$ cat config.mk
export PLATFORM = sky130hd
export DESIGN_NAME = julia_escape_pixel_core
export DESIGN_NICKNAME = d
export VERILOG_FILES = /design/src/hw/rtl/jesc_pkg.sv /design/src/hw/rtl/jesc_front.sv /design/src/hw/rtl/jesc_queue.sv /design/src/hw/rtl/jesc_engine.sv /design/src/hw/rtl/julia_escape_pixel_core.sv
export SDC_FILE = /design/constraint.sdc
export NUM_CORES = 2
export LEC_CHECK = 0
export ABC_AREA = 0
export BUFFER_PORTS_ARGS = -buffer_cell sky130_fd_sc_hd__buf_2
export CORE_MARGIN = 5
export CORE_UTILIZATION = 30
export DETAILED_ROUTE_END_ITERATION = 12
export PLACE_DENSITY = 0.55
export SLEW_MARGIN = 0
export SYNTH_ARGS = -nofsm -noshare
export SYNTH_HDL_FRONTEND = slang
export SYNTH_SLANG_ARGS = --single-unit
$ cat constraint.sdc
create_clock -name clk -period 14.6 [get_ports clk]
set_input_delay 2.92 -clock clk [delete_from_list [all_inputs] [get_ports clk]]
set_output_delay 2.92 -clock clk [all_outputs]
set_load 0.005 [all_outputs]
$ cat src/hw/rtl/jesc_pkg.sv
// ----------------------------------------------------------------------------
// jesc_pkg
// Shared types and constants for the Julia escape-time pixel core.
// ----------------------------------------------------------------------------
package jesc_pkg;

	localparam int FRAC_BITS   = 24;
	localparam int WIDTH_DEF   = 96;
	localparam int HEIGHT_DEF  = 64;
	localparam int COL_W       = 7;
	localparam int ROW_W       = 6;
	localparam int Q_W         = 32;
	localparam int LIMIT_W     = 8;
	localparam int CFG_IDX_W   = 2;
	localparam int QUEUE_DEPTH = 2;

	// configuration register indexes
	localparam logic [CFG_IDX_W-1:0] REG_C_REAL     = 2'd0;
	localparam logic [CFG_IDX_W-1:0] REG_C_IMAG     = 2'd1;
	localparam logic [CFG_IDX_W-1:0] REG_ITER_LIMIT = 2'd2;

	localparam logic [Q_W-1:0]     C_REAL_RST = 32'hFF33_3334; // -0.8
	localparam logic [Q_W-1:0]     C_IMAG_RST = 32'h0027_EF9D; // 0.156
	localparam logic [LIMIT_W-1:0] LIMIT_RST  = 8'd100;

	localparam logic [Q_W-1:0] ESCAPE_BOUND = 32'h0400_0000; // 4.0
	localparam logic [Q_W-1:0] RE_MIN       = 32'hFE80_0000; // -1.5
	localparam logic [Q_W-1:0] IM_MIN       = 32'hFF00_0000; // -1.0

	typedef struct packed {
		logic [COL_W-1:0] column;
		logic [ROW_W-1:0] row;
		logic [Q_W-1:0]   zr;
		logic [Q_W-1:0]   zi;
	} job_t;

	typedef struct packed {
		logic [Q_W-1:0]     c_real;
		logic [Q_W-1:0]     c_imag;
		logic [LIMIT_W-1:0] limit;
	} cfg_t;

	typedef enum logic [2:0] {
		ST_IDLE,
		ST_SQR_RE,
		ST_SQR_IM,
		ST_CROSS,
		ST_UPDATE,
		ST_FINISH
	} eng_state_t;

endpackage

$ cat src/hw/rtl/jesc_front.sv
// ----------------------------------------------------------------------------
// jesc_front
// Takes a pixel request, maps it to its starting z and mirrored column.
// ----------------------------------------------------------------------------
module jesc_front import jesc_pkg::*; #(
	parameter int WIDTH  = WIDTH_DEF,
	parameter int HEIGHT = HEIGHT_DEF
) (
	input  logic             clk,
	input  logic             arst_n,
	input  logic             in_valid,
	output logic             in_ready,
	input  logic [COL_W-1:0] pixel_x,
	input  logic [ROW_W-1:0] pixel_y,
	output logic             job_valid,
	input  logic             job_ready,
	output job_t             job
);

	localparam logic [Q_W-1:0]   STEP_RE = Q_W'((64'd3 << FRAC_BITS) / (WIDTH - 1));
	localparam logic [Q_W-1:0]   STEP_IM = Q_W'((64'd2 << FRAC_BITS) / (HEIGHT - 1));
	localparam logic [COL_W-1:0] COL_MAX = COL_W'(WIDTH - 1);

	logic [Q_W-1:0] re_off;
	logic [Q_W-1:0] im_off;
	job_t           job_s1;
	logic           valid_s1;

	assign re_off = Q_W'({{(Q_W-COL_W){1'b0}}, pixel_x} * STEP_RE);
	assign im_off = Q_W'({{(Q_W-ROW_W){1'b0}}, pixel_y} * STEP_IM);

	assign in_ready  = !valid_s1 || job_ready;
	assign job_valid = valid_s1;
	assign job       = job_s1;

	always_ff @(posedge clk or negedge arst_n) begin
		if (!arst_n) begin
			valid_s1 <= 1'b0;
		end else if (in_ready) begin
			valid_s1 <= in_valid;
		end
	end

	always_ff @(posedge clk) begin
		if (in_valid && in_ready) begin
			job_s1.column <= COL_MAX - pixel_x;
			job_s1.row    <= pixel_y;
			job_s1.zr     <= re_off + RE_MIN;
			job_s1.zi     <= im_off + IM_MIN;
		end
	end

endmodule

$ cat src/hw/rtl/jesc_queue.sv
// ----------------------------------------------------------------------------
// jesc_queue
// Small FIFO of mapped pixel jobs between the front and the iteration engine.
// ----------------------------------------------------------------------------
module jesc_queue import jesc_pkg::*; (
	input  logic clk,
	input  logic arst_n,
	input  logic wr_valid,
	output logic wr_ready,
	input  job_t wr_job,
	output logic rd_valid,
	input  logic rd_ready,
	output job_t rd_job
);

	localparam int PTR_W = (QUEUE_DEPTH > 1) ? $clog2(QUEUE_DEPTH) : 1;
	localparam int CNT_W = $clog2(QUEUE_DEPTH + 1);
	localparam logic [PTR_W-1:0] PTR_LAST = PTR_W'(QUEUE_DEPTH - 1);
	localparam logic [CNT_W-1:0] CNT_FULL = CNT_W'(QUEUE_DEPTH);

	job_t             mem_q [QUEUE_DEPTH];
	logic [PTR_W-1:0] wr_ptr_q;
	logic [PTR_W-1:0] rd_ptr_q;
	logic [CNT_W-1:0] count_q;
	logic             push;
	logic             pop;

	assign wr_ready = count_q != CNT_FULL;
	assign rd_valid = count_q != '0;
	assign rd_job   = mem_q[rd_ptr_q];
	assign push     = wr_valid && wr_ready;
	assign pop      = rd_valid && rd_ready;

	always_ff @(posedge clk or negedge arst_n) begin
		if (!arst_n) begin
			wr_ptr_q <= '0;
			rd_ptr_q <= '0;
			count_q  <= '0;
		end else begin
			if (push) begin
				wr_ptr_q <= (wr_ptr_q == PTR_LAST) ? '0 : wr_ptr_q + 1'b1;
			end
			if (pop) begin
				rd_ptr_q <= (rd_ptr_q == PTR_LAST) ? '0 : rd_ptr_q + 1'b1;
			end
			if (push && !pop) begin
				count_q <= count_q + 1'b1;
			end else if (pop && !push) begin
				count_q <= count_q - 1'b1;
			end
		end
	end

	always_ff @(posedge clk) begin
		if (push) begin
			mem_q[wr_ptr_q] <= wr_job;
		end
	end

endmodule

$ cat src/hw/rtl/jesc_engine.sv
// ----------------------------------------------------------------------------
// jesc_engine
// Iterates z = z^2 + c on one shared 32x32 multiplier, three products per
// iteration, and holds the finished result in an output register.
// ----------------------------------------------------------------------------
module jesc_engine import jesc_pkg::*; (
	input  logic             clk,
	input  logic             arst_n,
	input  cfg_t             cfg,
	input  logic             job_valid,
	output logic             job_ready,
	input  job_t             job,
	output logic             out_valid,
	input  logic             out_ready,
	output logic [COL_W-1:0] column,
	output logic [ROW_W-1:0] row,
	output logic             lit
);

	eng_state_t              state_q;
	eng_state_t              state_d;
	logic [Q_W-1:0]          zr_q;
	logic [Q_W-1:0]          zi_q;
	logic [Q_W-1:0]          zr2_q;
	logic [Q_W-1:0]          zi2_q;
	logic signed [2*Q_W-1:0] prod_q;
	logic [LIMIT_W-1:0]      it_q;
	logic                    lit_q;
	logic [COL_W-1:0]        col_q;
	logic [ROW_W-1:0]        row_q;
	logic                    out_valid_q;
	logic [COL_W-1:0]        out_col_q;
	logic [ROW_W-1:0]        out_row_q;
	logic                    out_lit_q;

	logic signed [Q_W-1:0] mul_a;
	logic signed [Q_W-1:0] mul_b;
	logic [Q_W-1:0]        prod_q24;
	logic [Q_W-1:0]        mag;
	logic [LIMIT_W-1:0]    it_next;
	logic                  escaped;
	logic                  last_iter;
	logic                  slot_free;
	logic                  load_job;

	assign prod_q24  = prod_q[FRAC_BITS+Q_W-1:FRAC_BITS];
	assign mag       = zr2_q + zi2_q;
	assign escaped   = $signed(mag) > $signed(ESCAPE_BOUND);
	assign it_next   = it_q + 1'b1;
	assign last_iter = it_next == cfg.limit;
	assign slot_free = !out_valid_q || out_ready;
	assign job_ready = state_q == ST_IDLE;
	assign load_job  = job_valid && job_ready;

	assign out_valid = out_valid_q;
	assign column    = out_col_q;
	assign row       = out_row_q;
	assign lit       = out_lit_q;

	always_comb begin
		unique case (state_q)
			ST_SQR_RE: begin
				mul_a = zr_q;
				mul_b = zr_q;
			end
			ST_SQR_IM: begin
				mul_a = zi_q;
				mul_b = zi_q;
			end
			default: begin
				mul_a = zr_q;
				mul_b = zi_q;
			end
		endcase
	end

	always_comb begin
		state_d = state_q;
		unique case (state_q)
			ST_IDLE: begin
				if (job_valid) begin
					state_d = (cfg.limit == '0) ? ST_FINISH : ST_SQR_RE;
				end
			end
			ST_SQR_RE: state_d = ST_SQR_IM;
			ST_SQR_IM: state_d = ST_CROSS;
			ST_CROSS:  state_d = ST_UPDATE;
			ST_UPDATE: begin
				state_d = (escaped || last_iter) ? ST_FINISH : ST_SQR_RE;
			end
			ST_FINISH: begin
				if (slot_free) begin
					state_d = ST_IDLE;
				end
			end
			default: state_d = ST_IDLE;
		endcase
	end

	always_ff @(posedge clk or negedge arst_n) begin
		if (!arst_n) begin
			state_q     <= ST_IDLE;
			out_valid_q <= 1'b0;
		end else begin
			state_q <= state_d;
			if (state_q == ST_FINISH && slot_free) begin
				out_valid_q <= 1'b1;
			end else if (out_ready) begin
				out_valid_q <= 1'b0;
			end
		end
	end

	always_ff @(posedge clk) begin
		prod_q <= mul_a * mul_b;
		if (load_job) begin
			zr_q  <= job.zr;
			zi_q  <= job.zi;
			col_q <= job.column;
			row_q <= job.row;
			it_q  <= '0;
			lit_q <= 1'b1;
		end
		if (state_q == ST_SQR_IM) begin
			zr2_q <= prod_q24;
		end
		if (state_q == ST_CROSS) begin
			zi2_q <= prod_q24;
		end
		if (state_q == ST_UPDATE) begin
			if (escaped) begin
				lit_q <= 1'b0;
			end else begin
				zr_q <= zr2_q - zi2_q + cfg.c_real;
				zi_q <= {prod_q24[Q_W-2:0], 1'b0} + cfg.c_imag;
				it_q <= it_next;
			end
		end
		if (state_q == ST_FINISH && slot_free) begin
			out_col_q <= col_q;
			out_row_q <= row_q;
			out_lit_q <= lit_q;
		end
	end

endmodule

$ cat src/hw/rtl/julia_escape_pixel_core.sv
// ----------------------------------------------------------------------------
// julia_escape_pixel_core
// Julia-set escape-time test for one display pixel per request.
// ----------------------------------------------------------------------------
// A pixel request is mapped to its starting z in a registered front stage
// and waits in a two-entry queue; the engine then iterates z = z^2 + c on
// one shared 32x32 multiplier that forms re^2, im^2 and re*im in turn.
// New requests are taken while the engine works or a result waits, until
// the front stage and the queue are full. Write configuration only while
// idle.
module julia_escape_pixel_core import jesc_pkg::*; #(
	parameter int WIDTH  = WIDTH_DEF,
	parameter int HEIGHT = HEIGHT_DEF
) (
	input  logic                 clk,
	input  logic                 arst_n,
	input  logic                 cfg_we,
	input  logic [CFG_IDX_W-1:0] cfg_index,
	input  logic [Q_W-1:0]       cfg_data,
	input  logic                 in_valid,
	output logic                 in_ready,
	input  logic [COL_W-1:0]     pixel_x,
	input  logic [ROW_W-1:0]     pixel_y,
	output logic                 out_valid,
	input  logic                 out_ready,
	output logic [COL_W-1:0]     column,
	output logic [ROW_W-1:0]     row,
	output logic                 lit
);

	cfg_t cfg_q;
	logic front_valid;
	logic front_ready;
	job_t front_job;
	logic q_valid;
	logic q_ready;
	job_t q_job;

	always_ff @(posedge clk or negedge arst_n) begin
		if (!arst_n) begin
			cfg_q.c_real <= C_REAL_RST;
			cfg_q.c_imag <= C_IMAG_RST;
			cfg_q.limit  <= LIMIT_RST;
		end else if (cfg_we) begin
			unique case (cfg_index)
				REG_C_REAL:     cfg_q.c_real <= cfg_data;
				REG_C_IMAG:     cfg_q.c_imag <= cfg_data;
				REG_ITER_LIMIT: cfg_q.limit  <= cfg_data[LIMIT_W-1:0];
				default: ;
			endcase
		end
	end

	jesc_front #(
		.WIDTH  (WIDTH),
		.HEIGHT (HEIGHT)
	) u_front (
		.clk       (clk),
		.arst_n    (arst_n),
		.in_valid  (in_valid),
		.in_ready  (in_ready),
		.pixel_x   (pixel_x),
		.pixel_y   (pixel_y),
		.job_valid (front_valid),
		.job_ready (front_ready),
		.job       (front_job)
	);

	jesc_queue u_queue (
		.clk      (clk),
		.arst_n   (arst_n),
		.wr_valid (front_valid),
		.wr_ready (front_ready),
		.wr_job   (front_job),
		.rd_valid (q_valid),
		.rd_ready (q_ready),
		.rd_job   (q_job)
	);

	jesc_engine u_engine (
		.clk       (clk),
		.arst_n    (arst_n),
		.cfg       (cfg_q),
		.job_valid (q_valid),
		.job_ready (q_ready),
		.job       (q_job),
		.out_valid (out_valid),
		.out_ready (out_ready),
		.column    (column),
		.row       (row),
		.lit       (lit)
	);

endmodule

After elaboration in Yosys (flattened, before gate mapping):

Memory sizes are Yosys's and may differ from the RTL's.
Cells that the tools add are included.

* equality and inequality tests: 11
* $mul: 3
* reduce and logical (&&, ||, !) cells: 23
* mux-type cells: 27
* $lt $le $gt $ge: 1
* $add $sub $neg: 12

Operators with widths (number)
* $mux W32: 8
* $add A32 B32 Y32: 3
* $mul A32 B32 Y56: 1
* $gt A32 B28 Y1 const B: 1
* $sub A32 B32 Y32: 1
* $add A28 B26 Y29 const B: 1
* $add A27 B25 Y28 const B: 1
* $mul A7 B19 Y26 const B: 1
* $mul A6 B19 Y25 const B: 1
* $mux W8: 3
* $pmux W3 S6: 1
* $mux W3: 4
* $mux W1: 9
* $add A8 B1 Y8 const B: 1
* $eq A8 B8 Y1: 1
* $logic_not A8 Y1: 1
* $reduce_and A2 Y1: 4
* $sub A7 B7 Y7 const A: 1
* $eq A3 B2 Y1 const B: 2
* $eq A3 B3 Y1 const B: 2
* $logic_and A1 B1 Y1: 6
* $reduce_bool A2 Y1: 3
* $logic_not A1 Y1: 4
* $mux W2: 2
* 11 further kinds: 15

* memory bits (writable): 154
* output and inout bits: 16
* memories kept: 1
* bits in registers: 378

Memory list
* u_queue.mem_q: depth 2, bits a word 77, rd ports 1, clocked after memory_dff 0, write ports 1, line jesc_queue.sv:21 `job_t mem_q [QUEUE_DEPTH];`

Longest topological paths before layout:

* depth after elaboration: 6
* depth in mapped cells: 35
* depth with buffers taken out: 31

Cells and area by module:

Synthesis repeated with hierarchy kept, for this count alone.

* cell total of the unflattened synthesis: 5718
* area, all modules: 57156.1 um^2

By module, submodules not included
* jesc_engine: cells each 4995, area each 45009.4 um^2, instances 1
* jesc_queue: cells each 258, area each 5830.6 um^2, instances 1
* jesc_front: cells each 312, area each 3554.7 um^2, instances 1
* julia_escape_pixel_core: cells each 153, area each 2761.4 um^2, instances 1

Worst setup path before layout:

No wires, ideal clock.

* path kind: register to register
* from: register u_engine.state_q[2]
* to: register u_engine.prod_q[46]
* required time: 14.528 ns
* arrival: 10.326 ns
* setup slack: 4.202 ns
* setup time: 0.072 ns
* path buffers: 5
* clock period less this slack: 10.398 ns
* cell stages (with the launch flop): 30
* cell sequence: dfrtp_1 buf_2 nor3b_2 clkbuf_1 clkbuf_1 buf_1 mux2_2 buf_1 nand2_1 fa_1 fa_1 fa_1 fa_1 inv_1 fa_1 fa_1 fa_1 fa_1 ha_1 a21o_1 a2111oi_0 o211ai_1 nand3_1 a41oi_2 a221o_2 nand3_1 nand2_1 a221o_1 a311oi_1 xnor2_1

* cells in the longest elaborated chain, start to end: 3
* elaborated cells between the ends (all ways): 5
* classes of those cells: mul: 1; eq/ne: 2; mux: 2

RTL lines
* start: declaration: line jesc_engine.sv:20 `eng_state_t state_q;`
* start signal: assignment: line jesc_engine.sv:105 `state_q <= state_d;`
* $eq A3 B2 Y1 / $eq A3 B1 Y1 (equally long branches): line jesc_engine.sv:61 `unique case (state_q)`
* $mux W32: line jesc_engine.sv:61
* $mul A32 B32 Y56 (*): line jesc_engine.sv:115 `prod_q <= mul_a * mul_b;`
* end signal: assignment: line jesc_engine.sv:115
* end: declaration: line jesc_engine.sv:26 `logic signed [2*Q_W-1:0] prod_q;`

Every way passes the cells marked *; elsewhere a longest branch is shown, timed or not.
A chain may end at the register's enable or synchronous reset.

Worst setup path in the final report:

* from: register u_engine.state_q[2]
* to: register u_engine.prod_q[45]

The elaborated chain is that of the path after synthesis.

==> impl_results.md <==
* Worst setup SP type: register
* Post-Layout Cell Count at slightly below 8,000
* Final Hold Vio Count at 0
* Global route overflow at 0
* Number of synthesized flops with an enable pin at around 220
* Core region area at about 180,000 um2
* Synthesis warning total at 0
* Cells after DPL at slightly below 8,000
* CTS buffer count at between 40 and 50
* CTS tree: done
* CTS Root Cell: clkbuf_16
* Die area at ~190,000 um2
* Critical path class: reg -> reg
* Post-route minimum period at roughly 10,000 ps
* Largest net degree at the start of global routing at 100
* # resized after CTS at 0
* Most frequent cells in the layout: inv_1, fa_1, nand2_1
* Io pins at 68
* Number of global-route vias before repair at 40,300
* Avg WL per Cell at about 21 um
* Via count at about 38,000
* Routed WL at between 150,000 and 200,000 um
* Initial Utilization at slightly above 30%
* Post-synthesis sequential area ratio at approximately 20%
* Die Height at around 430 um
* Worst-path maximum fanout at slightly below 100
* Worst Tran Pin Value at roughly 1100 ps
* Seq cells post-synth at slightly above 400
* Avg Cell Area, Syn at 9.85 um2
* Hpwl dp at approximately 130,000 um
* Clock Latency Late Sink at 590 ps
* Tcrit/Tclk final at 69.2%
* Fin Clk Skew at approximately 30 ps
* First-pass GRT wire length at about 250,000 um
* Cell count after synthesis at around 5,400
* Nets at between 6,000 and 7,000
* Postcts setup bufs at 0
* Worst-path clk slew at approximately 60 ps
* CTS H-tree lvls at 2
* Vias per Instance at 4.92
* CTS Sinks at about 400
* Post-synthesis cell type count at 86
* Initial antenna violation count at 7
* Top FF cell, synth: edfxtp_1
* GRT Overall Usage at 17.8%
* Setup TNS at 0 ps
* CTS max path bufs at 3
* Pre-antenna DRT Iters at 6
* Hold Path Class: reg -> reg
* Input/output buffers at 67
* Max Clock Freq at ~100 MHz
* Worst path required time at between 15,000 and 20,000 ps
* Row cnt at 154
* Max transition margin at about a quarter
* Iter 0 DRT Violations at around 2,900
* Async SR Flop Fraction at 20.1%
* DRC at 0
* Arrival @ worst endpoint at 10,560 ps
* Final setup violation count at 0
* Final antenna-violating net count at 0
* RSZ-0062 raised after global routing: no
* Synth Cell Area at roughly 53,000 um2
* CP endpoint kind: register
* Layout cells sized above 1 at under 10%
* Die Span X at 432 um
* Max_cap viols at 0
* Commonest non-fill, non-tap cell in the layout: inv_1
* Mapped Nets at about 7,000
* Area delta synth->final at 8.60%
* Gpl congestion at between 0.9 and 1
* Run status: complete, no violations
* CTS Hold Buffers Added at 0
* Slew Limit Fails at 0
-- metal layers --
layer | up-vias | GRT usage [%] | wire [um]
li1 | 16700 | - | -
met1 | 19700 | 23.5 | 67600
met2 | 1545 | 28.6 | 75500
met3 | 330 | 3.34 | 13200
met4 | 2 | 7.45 | 8360
met5 | - | 0 | 13
-- per-stage QoR --
step / hold WS, ps / util, % / worst slack [ps] / instance area [um2]
6_report: 412 / 32.8 / 4500 / 57900
5_1_grt: 433 / 32.8 / 4100 / 57900
4_1_cts: 416 / 32.8 / 4560 / 57900
3_5_place_dp: 407 / 32.1 / 4590 / 56600
3_3_place_gp: 402 / 32.1 / 4640 / 56600
2_1_floorplan: 400 / - / 4200 / 53400
-- cell usage after synthesis (all sizes together) (10+ instances only) --
cell / count / area [um2]
edfxtp: 217 / 6520
fa: 1030 / 20600
o21ai: 157 / 786
xor2: 44 / 385
nor2: 571 / 2140
nand3: 38 / 190
dfstp: 38 / 998
ha: 320 / 4000
dfrtp: 43 / 1080
a21o: 60 / 450
mux2i: 103 / 1030
nand2: 677 / 2540
a211oi: 24 / 185
nand4: 10 / 62.6
a31oi: 13 / 81.3
dfxtp: 105 / 2100
o21a: 27 / 203
and2: 12 / 75.1
nor2b: 25 / 156
buf: 40 / 179
nand2b: 25 / 156
and3: 18 / 113
clkbuf: 165 / 619
inv: 1073 / 4030
o211ai: 13 / 103
xnor2: 115 / 1010
a21oi: 151 / 759
nor3: 26 / 130
mux2: 118 / 1330
or2: 15 / 93.8
-- layout make-up --
type	instances	area (um2)
Clock inverter	20	211
Sequential cell	403	10700
Timing Repair Buffer	146	943
Fill cell	18200	119000
Clock buffer	56	1140
Inverter	1073	4030
Tap cell	2340	2930
Antenna cell	2	5.00
Multi-Input combinational cell	3736	38000
-- flip-flops by register name, summed over array words and instances (netlist names), 2 cells and up --
signal / cells
cfg_q: 72
u_engine.col_q: 7
u_engine.column: 7
u_engine.it_q: 8
u_engine.prod_q: 32
u_engine.row: 6
u_engine.row_q: 6
u_engine.state_q: 3
u_engine.zi2_q: 32
u_engine.zi_q: 32
u_engine.zr2_q: 32
u_engine.zr_q: 32
u_front.job: 42
u_queue.count_q: 2
u_queue.mem_q: 84
-- final timing paths --
kind                       cells past startpoint                  end                start  slack (ps)
max                                           27  u_engine.prod_q[45]  u_engine.state_q[2]        4500
min                                            0   u_engine.column[0]    u_engine.col_q[0]         410
max reg2reg                                   27  u_engine.prod_q[45]  u_engine.state_q[2]        4500
min reg2reg                                    0   u_engine.column[0]    u_engine.col_q[0]         410
max in group asynchronous                      2             cfg_q[4]               arst_n       11190
min in group asynchronous                      1            cfg_q[36]               arst_n        2190
-- cell families (layout without fill, tap and decap cells) --
| family | Yosys count | after routing | share of synthesized area (%) |
|---|---|---|---|
| AND/OR/NAND/NOR | 1465 | 1465 | 11.3 |
| adder cells (fa/ha/maj) | 1350 | 1350 | 46.1 |
| buffers and inverters | 1278 | 1295 | 9.04 |
| AO/OA/AOI/OAI | 541 | 541 | 6.44 |
| flip-flops | 403 | 403 | 20.0 |
| multiplexers | 221 | 221 | 4.42 |
| XOR/XNOR | 159 | 159 | 2.61 |
| other | 0 | 2 | 0 |
-- worst max-delay path, stage by stage (launching register included) --
cell and delay (ps):
dfrtp_1 510, nor3b_4 280, buf_12 500, mux2i_1 850, buf_4 370, nor2_1 90, fa_1 530, fa_1 570
inv_1 70, fa_1 520, fa_1 530, inv_1 60, fa_1 550, fa_1 440, fa_1 520, fa_1 420
ha_1 370, nand4_1 110, nor2_1 180, o2111ai_1 180, a311o_1 390, a41oi_2 530, a221o_2 370, nand4_1 140
a21boi_0 410, o21a_1 190, nor2_1 50, xnor2_1 120
Power is left out: the tool's default activity adds up to more than one toggle a clock period on the data nets, which glitch-free logic cannot reach.
